[config.mk]
export PLATFORM = sky130hd
export DESIGN_NAME = waypoint_line_parser_core
export DESIGN_NICKNAME = d
export VERILOG_FILES = /design/src/rtl/core/wpl_pkg.sv /design/src/rtl/core/wpl_micro_scale.sv /design/src/rtl/core/waypoint_line_parser_core.sv
export SDC_FILE = /design/constraint.sdc
export NUM_CORES = 2
export LEC_CHECK = 0
export BUFFER_PORTS_ARGS = -buffer_cell sky130_fd_sc_hd__buf_2
export CORE_MARGIN = 2
export CORE_UTILIZATION = 45
export DETAILED_ROUTE_END_ITERATION = 8
export SYNTH_ARGS = -nofsm -noshare
export SYNTH_HDL_FRONTEND = slang
export SYNTH_SLANG_ARGS = --single-unit
[constraint.sdc]
create_clock -name clk -period 18.1 [get_ports clk]
set_input_delay 2.715 -clock clk [delete_from_list [all_inputs] [get_ports clk]]
set_output_delay 2.715 -clock clk [all_outputs]
set_load 0.05 [all_outputs]
[src/rtl/core/wpl_pkg.sv]
// ----------------------------------------------------------------------------
// wpl_pkg
// Types, character codes and the per-character parse step for the waypoint
// line parser.
// ----------------------------------------------------------------------------
`default_nettype none

package wpl_pkg;

  localparam int INT_W    = 17;
  localparam int FRAC_W   = 20;
  localparam int BUDGET_W = 6;
  localparam int MICRO_W  = 37;

  localparam logic [INT_W-1:0] INT_CAP = 17'd99999;
  localparam logic [2:0]       FRAC_MAX_DIGITS = 3'd6;

  localparam logic [7:0] CH_NUL   = 8'd0;
  localparam logic [7:0] CH_LF    = 8'd10;
  localparam logic [7:0] CH_CR    = 8'd13;
  localparam logic [7:0] CH_SPACE = 8'd32;
  localparam logic [7:0] CH_COMMA = 8'd44;
  localparam logic [7:0] CH_DOT   = 8'd46;
  localparam logic [7:0] CH_ZERO  = 8'd48;
  localparam logic [7:0] CH_NINE  = 8'd57;

  localparam logic [1:0] FIELD_ALT = 2'd2;

  localparam logic [16:0] FRAC_WEIGHT [8] = '{
    17'd100000, 17'd10000, 17'd1000, 17'd100, 17'd10, 17'd1, 17'd0, 17'd0
  };

  typedef enum logic [1:0] {
    PH_SPACE,
    PH_INT,
    PH_FRAC,
    PH_DONE
  } phase_t;

  typedef enum logic [1:0] {
    ST_STORED,
    ST_FORMAT,
    ST_FULL
  } status_t;

  typedef struct packed {
    phase_t            phase;
    logic [1:0]        field;
    logic [INT_W-1:0]  int_acc;
    logic [FRAC_W-1:0] frac_acc;
    logic [2:0]        fdig;
    logic [INT_W-1:0]  lon_int;
    logic [FRAC_W-1:0] lon_frac;
    logic [INT_W-1:0]  lat_int;
    logic [FRAC_W-1:0] lat_frac;
    logic              failed;
  } parse_state_t;

  localparam parse_state_t PARSE_CLEAR = '{
    phase: PH_SPACE, field: 2'd0, int_acc: '0, frac_acc: '0, fdig: 3'd0,
    lon_int: '0, lon_frac: '0, lat_int: '0, lat_frac: '0, failed: 1'b0
  };

  function automatic parse_state_t close_field(parse_state_t s);
    parse_state_t n;
    n = s;
    if (s.field == 2'd0) begin
      n.lon_int  = s.int_acc;
      n.lon_frac = s.frac_acc;
    end else if (s.field == 2'd1) begin
      n.lat_int  = s.int_acc;
      n.lat_frac = s.frac_acc;
    end
    if (s.field == FIELD_ALT) begin
      n.phase = PH_DONE;
    end else begin
      n.field    = s.field + 2'd1;
      n.phase    = PH_SPACE;
      n.int_acc  = '0;
      n.frac_acc = '0;
      n.fdig     = 3'd0;
    end
    return n;
  endfunction

  function automatic parse_state_t feed_char(parse_state_t s, logic [7:0] c,
                                             logic [2:0] keep);
    parse_state_t n;
    logic         digit;
    logic         ends;
    logic [3:0]   d;
    logic [19:0]  grow;
    logic [20:0]  term;
    n     = s;
    digit = (c >= CH_ZERO) && (c <= CH_NINE);
    ends  = (c == CH_COMMA) || (c == CH_NUL);
    d     = c[3:0];
    grow  = 20'({3'd0, s.int_acc} * 20'd10) + {16'd0, d};
    term  = 21'({17'd0, d} * {4'd0, FRAC_WEIGHT[s.fdig]});
    if (!s.failed && s.phase != PH_DONE) begin
      case (s.phase)
        PH_SPACE: begin
          if (digit) begin
            n.int_acc  = {13'd0, d};
            n.frac_acc = '0;
            n.phase    = PH_INT;
          end else if (c != CH_SPACE) begin
            n.failed = 1'b1;
          end
        end
        PH_INT: begin
          if (digit) begin
            n.int_acc = (grow > {3'd0, INT_CAP}) ? INT_CAP : grow[INT_W-1:0];
          end else if (c == CH_DOT) begin
            n.frac_acc = '0;
            n.fdig     = 3'd0;
            n.phase    = PH_FRAC;
          end else if (ends && s.field == FIELD_ALT) begin
            n = close_field(s);
          end else begin
            n.failed = 1'b1;
          end
        end
        PH_FRAC: begin
          if (digit) begin
            if (s.fdig < keep) begin
              if (s.fdig < FRAC_MAX_DIGITS) begin
                n.frac_acc = s.frac_acc + term[FRAC_W-1:0];
              end
              n.fdig = s.fdig + 3'd1;
            end
          end else if (ends) begin
            n = close_field(s);
          end else begin
            n.failed = 1'b1;
          end
        end
        default: begin
        end
      endcase
      if (c == CH_NUL && !n.failed && n.phase != PH_DONE) begin
        n.failed = 1'b1;
      end
    end
    return n;
  endfunction

endpackage

`default_nettype wire

[src/rtl/core/wpl_micro_scale.sv]
// ----------------------------------------------------------------------------
// wpl_micro_scale
// Joins an integer part and a fraction in millionths into one fixed-point
// value in millionths.
// ----------------------------------------------------------------------------
`default_nettype none

module wpl_micro_scale
  import wpl_pkg::*;
(
  input  wire logic [INT_W-1:0]   int_part,
  input  wire logic [FRAC_W-1:0]  frac_part,
  output logic      [MICRO_W-1:0] value
);

  logic [MICRO_W-1:0] scaled;

  assign scaled = MICRO_W'({20'd0, int_part} * 37'd1000000);
  assign value  = scaled + {17'd0, frac_part};

endmodule

`default_nettype wire

[src/rtl/core/waypoint_line_parser_core.sv]
// ----------------------------------------------------------------------------
// waypoint_line_parser_core
// Parses waypoint text, one byte per transaction, into fixed-point waypoints.
// ----------------------------------------------------------------------------
// Usage:
//   Text enters on text_valid/text_ready/text_byte, one byte per transaction.
//   A line ends at carriage return or when LINE_LIMIT-1 non-CR bytes have
//   been taken. At each line end one transaction leaves on result_valid/
//   result_ready carrying status, slot, the three values and stored_count.
//   Each byte is parsed in the cycle it is accepted; the result of a line
//   end is registered and shows in the cycle after the closing byte.
//   Throughput is one byte per cycle, set by the combinational parse step
//   between the parse state and result registers, unless a line end waits.
//   While a result is stalled, bytes that do not end a line keep flowing;
//   a byte that would end a line waits until the result register is free.
//   Reset clears the line state, empties the result register and sets the
//   next free slot to 1. Once TABLE_SLOTS is reached every line reports full.
// ----------------------------------------------------------------------------
`default_nettype none

module waypoint_line_parser_core
  import wpl_pkg::*;
#(
  parameter int LINE_LIMIT    = 48,
  parameter int TABLE_SLOTS   = 8,
  parameter int FRACTION_KEEP = 6
) (
  input  wire logic         clk,
  input  wire logic         rst,
  input  wire logic         text_valid,
  output logic              text_ready,
  input  wire logic [7:0]   text_byte,
  output logic              result_valid,
  input  wire logic         result_ready,
  output logic [1:0]        line_status,
  output logic [2:0]        slot_index,
  output logic [36:0]       longitude_micro,
  output logic [36:0]       latitude_micro,
  output logic [36:0]       altitude_micro,
  output logic [3:0]        stored_count
);

  localparam int SLOT_W = $clog2(TABLE_SLOTS + 1);
  localparam logic [BUDGET_W-1:0] BUDGET_INIT = BUDGET_W'(LINE_LIMIT - 1);
  localparam logic [SLOT_W-1:0]   SLOT_FULL   = SLOT_W'(TABLE_SLOTS);
  localparam logic [2:0]          KEEP        = 3'(FRACTION_KEEP);

  parse_state_t        pstate;
  parse_state_t        pstate_next;
  parse_state_t        after_byte;
  parse_state_t        after_end;
  logic [BUDGET_W-1:0] budget;
  logic [SLOT_W-1:0]   next_slot;
  logic                line_end;
  logic                accept;

  status_t             res_status;
  logic [SLOT_W+3:0]   res_slot;
  logic [SLOT_W+3:0]   res_count;
  logic [INT_W-1:0]    res_lon_int;
  logic [FRAC_W-1:0]   res_lon_frac;
  logic [INT_W-1:0]    res_lat_int;
  logic [FRAC_W-1:0]   res_lat_frac;
  logic [INT_W-1:0]    res_alt_int;
  logic [FRAC_W-1:0]   res_alt_frac;

  assign line_end   = (text_byte == CH_CR) || (budget == BUDGET_W'(1));
  assign text_ready = !result_valid || result_ready || !line_end;
  assign accept     = text_valid && text_ready;

  always_comb begin
    if (text_byte == CH_CR || text_byte == CH_LF) begin
      after_byte = pstate;
    end else begin
      after_byte = feed_char(pstate, text_byte, KEEP);
    end
    after_end   = feed_char(after_byte, CH_NUL, KEEP);
    pstate_next = line_end ? PARSE_CLEAR : after_byte;
  end

  always_ff @(posedge clk) begin
    if (rst) begin
      pstate    <= PARSE_CLEAR;
      budget    <= BUDGET_INIT;
      next_slot <= SLOT_W'(1);
    end else if (accept) begin
      pstate <= pstate_next;
      budget <= line_end ? BUDGET_INIT : budget - BUDGET_W'(1);
      if (line_end && next_slot < SLOT_FULL && !after_end.failed &&
          after_end.phase == PH_DONE) begin
        next_slot <= next_slot + SLOT_W'(1);
      end
    end
  end

  always_ff @(posedge clk) begin
    if (rst) begin
      result_valid <= 1'b0;
    end else if (accept && line_end) begin
      result_valid <= 1'b1;
    end else if (result_ready) begin
      result_valid <= 1'b0;
    end
  end

  always_ff @(posedge clk) begin
    if (accept && line_end) begin
      res_slot     <= '0;
      res_count    <= {4'd0, next_slot};
      res_lon_int  <= '0;
      res_lon_frac <= '0;
      res_lat_int  <= '0;
      res_lat_frac <= '0;
      res_alt_int  <= '0;
      res_alt_frac <= '0;
      if (next_slot >= SLOT_FULL) begin
        res_status <= ST_FULL;
      end else if (after_end.failed || after_end.phase != PH_DONE) begin
        res_status <= ST_FORMAT;
      end else begin
        res_status   <= ST_STORED;
        res_slot     <= {4'd0, next_slot};
        res_count    <= {4'd0, next_slot} + (SLOT_W+4)'(1);
        res_lon_int  <= after_end.lon_int;
        res_lon_frac <= after_end.lon_frac;
        res_lat_int  <= after_end.lat_int;
        res_lat_frac <= after_end.lat_frac;
        res_alt_int  <= after_end.int_acc;
        res_alt_frac <= after_end.frac_acc;
      end
    end
  end

  wpl_micro_scale u_lon_scale (
    .int_part  (res_lon_int),
    .frac_part (res_lon_frac),
    .value     (longitude_micro)
  );

  wpl_micro_scale u_lat_scale (
    .int_part  (res_lat_int),
    .frac_part (res_lat_frac),
    .value     (latitude_micro)
  );

  wpl_micro_scale u_alt_scale (
    .int_part  (res_alt_int),
    .frac_part (res_alt_frac),
    .value     (altitude_micro)
  );

  assign line_status  = res_status;
  assign slot_index   = res_slot[2:0];
  assign stored_count = res_count[3:0];

  a_slot_range: assert property (@(posedge clk) disable iff (rst)
    next_slot >= SLOT_W'(1) && next_slot <= SLOT_FULL)
    else $error("next slot out of range");

  a_slot_advance: assert property (@(posedge clk) disable iff (rst)
    (!$past(rst) && next_slot != $past(next_slot)) |->
      (result_valid && res_status == ST_STORED))
    else $error("slot advanced without a stored waypoint transaction");

  a_ready_stall: assert property (@(posedge clk) disable iff (rst)
    !text_ready |-> (result_valid && !result_ready && line_end))
    else $error("text input blocked without a stalled result");

endmodule

`default_nettype wire

==> metrics.cfg <==
[run_status]
status = completed

[clock_tree]
post_cts_buffers = 0
cts-htree-levels = 1
cts_tree = yes
post_cts_resized = 0
root_buffer = clkbuf_16
cts.sinks = 250
clk_latency_ns = 0.56
hold_buffers = 0
cts.path.max_buffers = 3
cts_buffers = 26
clk_pin_slew_worst_paths_ns = 0.07

[routing]
drt_iter0_drc = 1957
first_pass_iters = 6
antenna_left = 0
routedWlPerCell_um = 18.4
routed_wl_mm = 79.9
via_per_inst = 5.57
num_vias = 24200
drc = 0

[sta]
hold_viol = 0
setup_viol = 0
fmax_mhz = 99.0
drv_slew = 0
rsz0062_at_grt = false
worstMarginPinSlew_ns = 1.05
slew_headroom_pct = 29.4
finalWorstSetupSlack_ns = 8.00
fin_setup_tns_ns = 0
min_period_over_period_pct = 55.8
fin_crit_ns = 10.10
finalClockSkew_ns = 0.0215

[power]
ir_drop_mv = 0.0512
p_leak_uw = 0.0147
total_power_uw = 1360
power_density_mw_per_mm2 = 41.8

[setup_path]
critPathMaxFanout = 7
cp_num_buf_inv = 5
crit_chain = fa_1 > inv_1 > fa_1 > inv_1 > fa_1 > fa_1 > ha_1 > inv_1 > fa_1 > inv_1 > ha_1 > o21a_1 > o211ai_1 > a2111oi_0 > nor2_1 > xnor2_1 > nand4_1 > or3_1 > nor3b_1 > nand4b_1 > xnor2_1 > buf_2
cp-start-kind = register
critPathKind = register to output pin
r2r.worst_path.cells = 19
required_ns = 15.39
cp.arrival_ns = 7.39
crit_family = adder cells
cp_slowest_stage_delay_ns = 0.59
crit_top_cell = fa_1
endpoint_kind = output pin
path_depth = 22
crit_slowest_cell = fa_1

[logic_synthesis]
syn_area_per_cell_um2 = 8.87
yosys.cell_types.count = 97
netlist_area_mm2 = 0.0303
ys_warn_count = 0
synth_nets = 4103
synth-edff-count = 120
ys_seq_area_share_pct = 20.5
synthArstFlopShare_pct = 0
synth-main-ff-cell = dfxtp_1
syn_inst = 3415
ys_seq_elements = 250

[floorplan]
io_pins = 134
die_h_um = 264
die_x_um = 264
row_count = 95
core_area_mm2 = 0.0669
floorplan.initialDensity_pct = 45.3
die-area_mm2 = 0.0694

[min_path]
hold_path.class = register to register
hold_depth = 2

[finish]
area_growth_pct = 7.46
fillers = 6460
post-route-util_pct = 48.7
final_common_cell = inv_1
nets = 4142
drive_above_1_share_pct = 7.25
final_cell_mix = inv_1, ha_1, nor2_1

[run]
drv_cap = 0

[place]
hpwl_mm = 63.5
gp_congestion = 0.925
pre_cts_ws_ns = 8.60
port_buffers = 133

[global_routing]
grt_overflow_total = 0
grtUsageTotal_pct = 22.7
grt_pass1_vias = 23000
grt_max_degree = 84
grt_pass1_wl_mm = 128
antenna_found_initial = 0

## synth_stat cells (all sizes together) (20+ instances only)
cell | count | area, um^2
inv | 495 | 1860
ha | 456 | 5710
nor2 | 332 | 1260
fa | 220 | 4400
a21oi | 166 | 838
nand2 | 158 | 593
a22oi | 157 | 1180
xnor2 | 142 | 1240
o21ai | 133 | 666
dfxtp | 130 | 2600
edfxtp | 120 | 3600
clkbuf | 91 | 342
xor2 | 66 | 578
a22o | 57 | 499
a21o | 55 | 413
buf | 53 | 312
nor2b | 51 | 319
nor3 | 51 | 267
nand3 | 48 | 240
and2 | 47 | 294
o21a | 35 | 263
and3 | 24 | 150
a31oi | 20 | 125
nand2b | 20 | 125
## worst paths after layout
| path | startpoint | to | slack, ns |
|---|---|---|---|
| setup / recovery | res_alt_int[3] | altitude_micro[36] | 8.00 |
| hold / removal | result_valid | result_valid | 0.49 |
| setup reg to reg | pstate[77] | res_lat_frac[17] | 11.76 |
| hold reg to reg | result_valid | result_valid | 0.49 |
## sequential cells by signal, summed over array words and instances, names as in the netlist
| register | count |
|---|---|
| res_lat_frac | 20 |
| res_alt_frac | 20 |
| res_slot | 3 |
| pstate | 119 |
| res_lon_frac | 20 |
| line_status | 2 |
| next_slot | 4 |
| budget | 6 |
| res_alt_int | 17 |
| res_lon_int | 17 |
| res_lat_int | 17 |
| res_count | 4 |
| result_valid | 1 |
## power breakdown
group	leakage, uW	total, uW	switching [uW]	internal, uW
Combinational	0.0121	177	123	54.5
Sequential	0.00216	589	1.67	588
Clock	0.000447	595	250	345
Total	0.0147	1360	374	987
## layout make-up
class	instances	area, um^2	share of cell area, %
Clock inverter	20	280	0.861
Antenna cell	1	2.50	0.00768
Inverter	495	1860	5.71
Clock buffer	28	668	2.05
Timing Repair Buffer	155	833	2.56
Sequential cell	250	6210	19.1
Multi-Input combinational cell	2526	21600	66.4
Tap cell	873	1090	3.35
## worst min-delay path, delay by kind of cell (launching register included)
family / cells / cell delay [ns]
AND/OR/NAND/NOR: 1 / 0.07
AO/OA/AOI/OAI: 1 / 0.06
flip-flops: 1 / 0.31
## cells by family after synthesis
kind of cell | share of synthesized area, %
multiplexers | 0.206
AO/OA/AOI/OAI | 18.6
adder cells (fa/ha/maj) | 33.4
buffers and inverters | 8.29
XOR/XNOR | 6.01
AND/OR/NAND/NOR | 13.1
flip-flops | 20.5
## routing by layer
metal | GRT usage [%] | share of wire (%) | vias to the layer above
met3 | 1.66 | 4.6 | 104
met5 | 0 | 0 | -
met2 | 36.5 | 45 | 629
met1 | 33.1 | 48 | 11600
li1 | - | - | 11900
met4 | 5.62 | 2.4 | 0
## through the flow
step	hold slack (ns)	cells	area (um^2)
2_1_floorplan	0.457	3415	30300
3_3_place_gp	0.477	4299	31600
3_5_place_dp	0.478	4299	31600
4_1_cts	0.500	4347	32600
6_report	0.489	4348	32600
5_1_grt	0.510	4347	32600
Power figures use the tool's default switching activity.
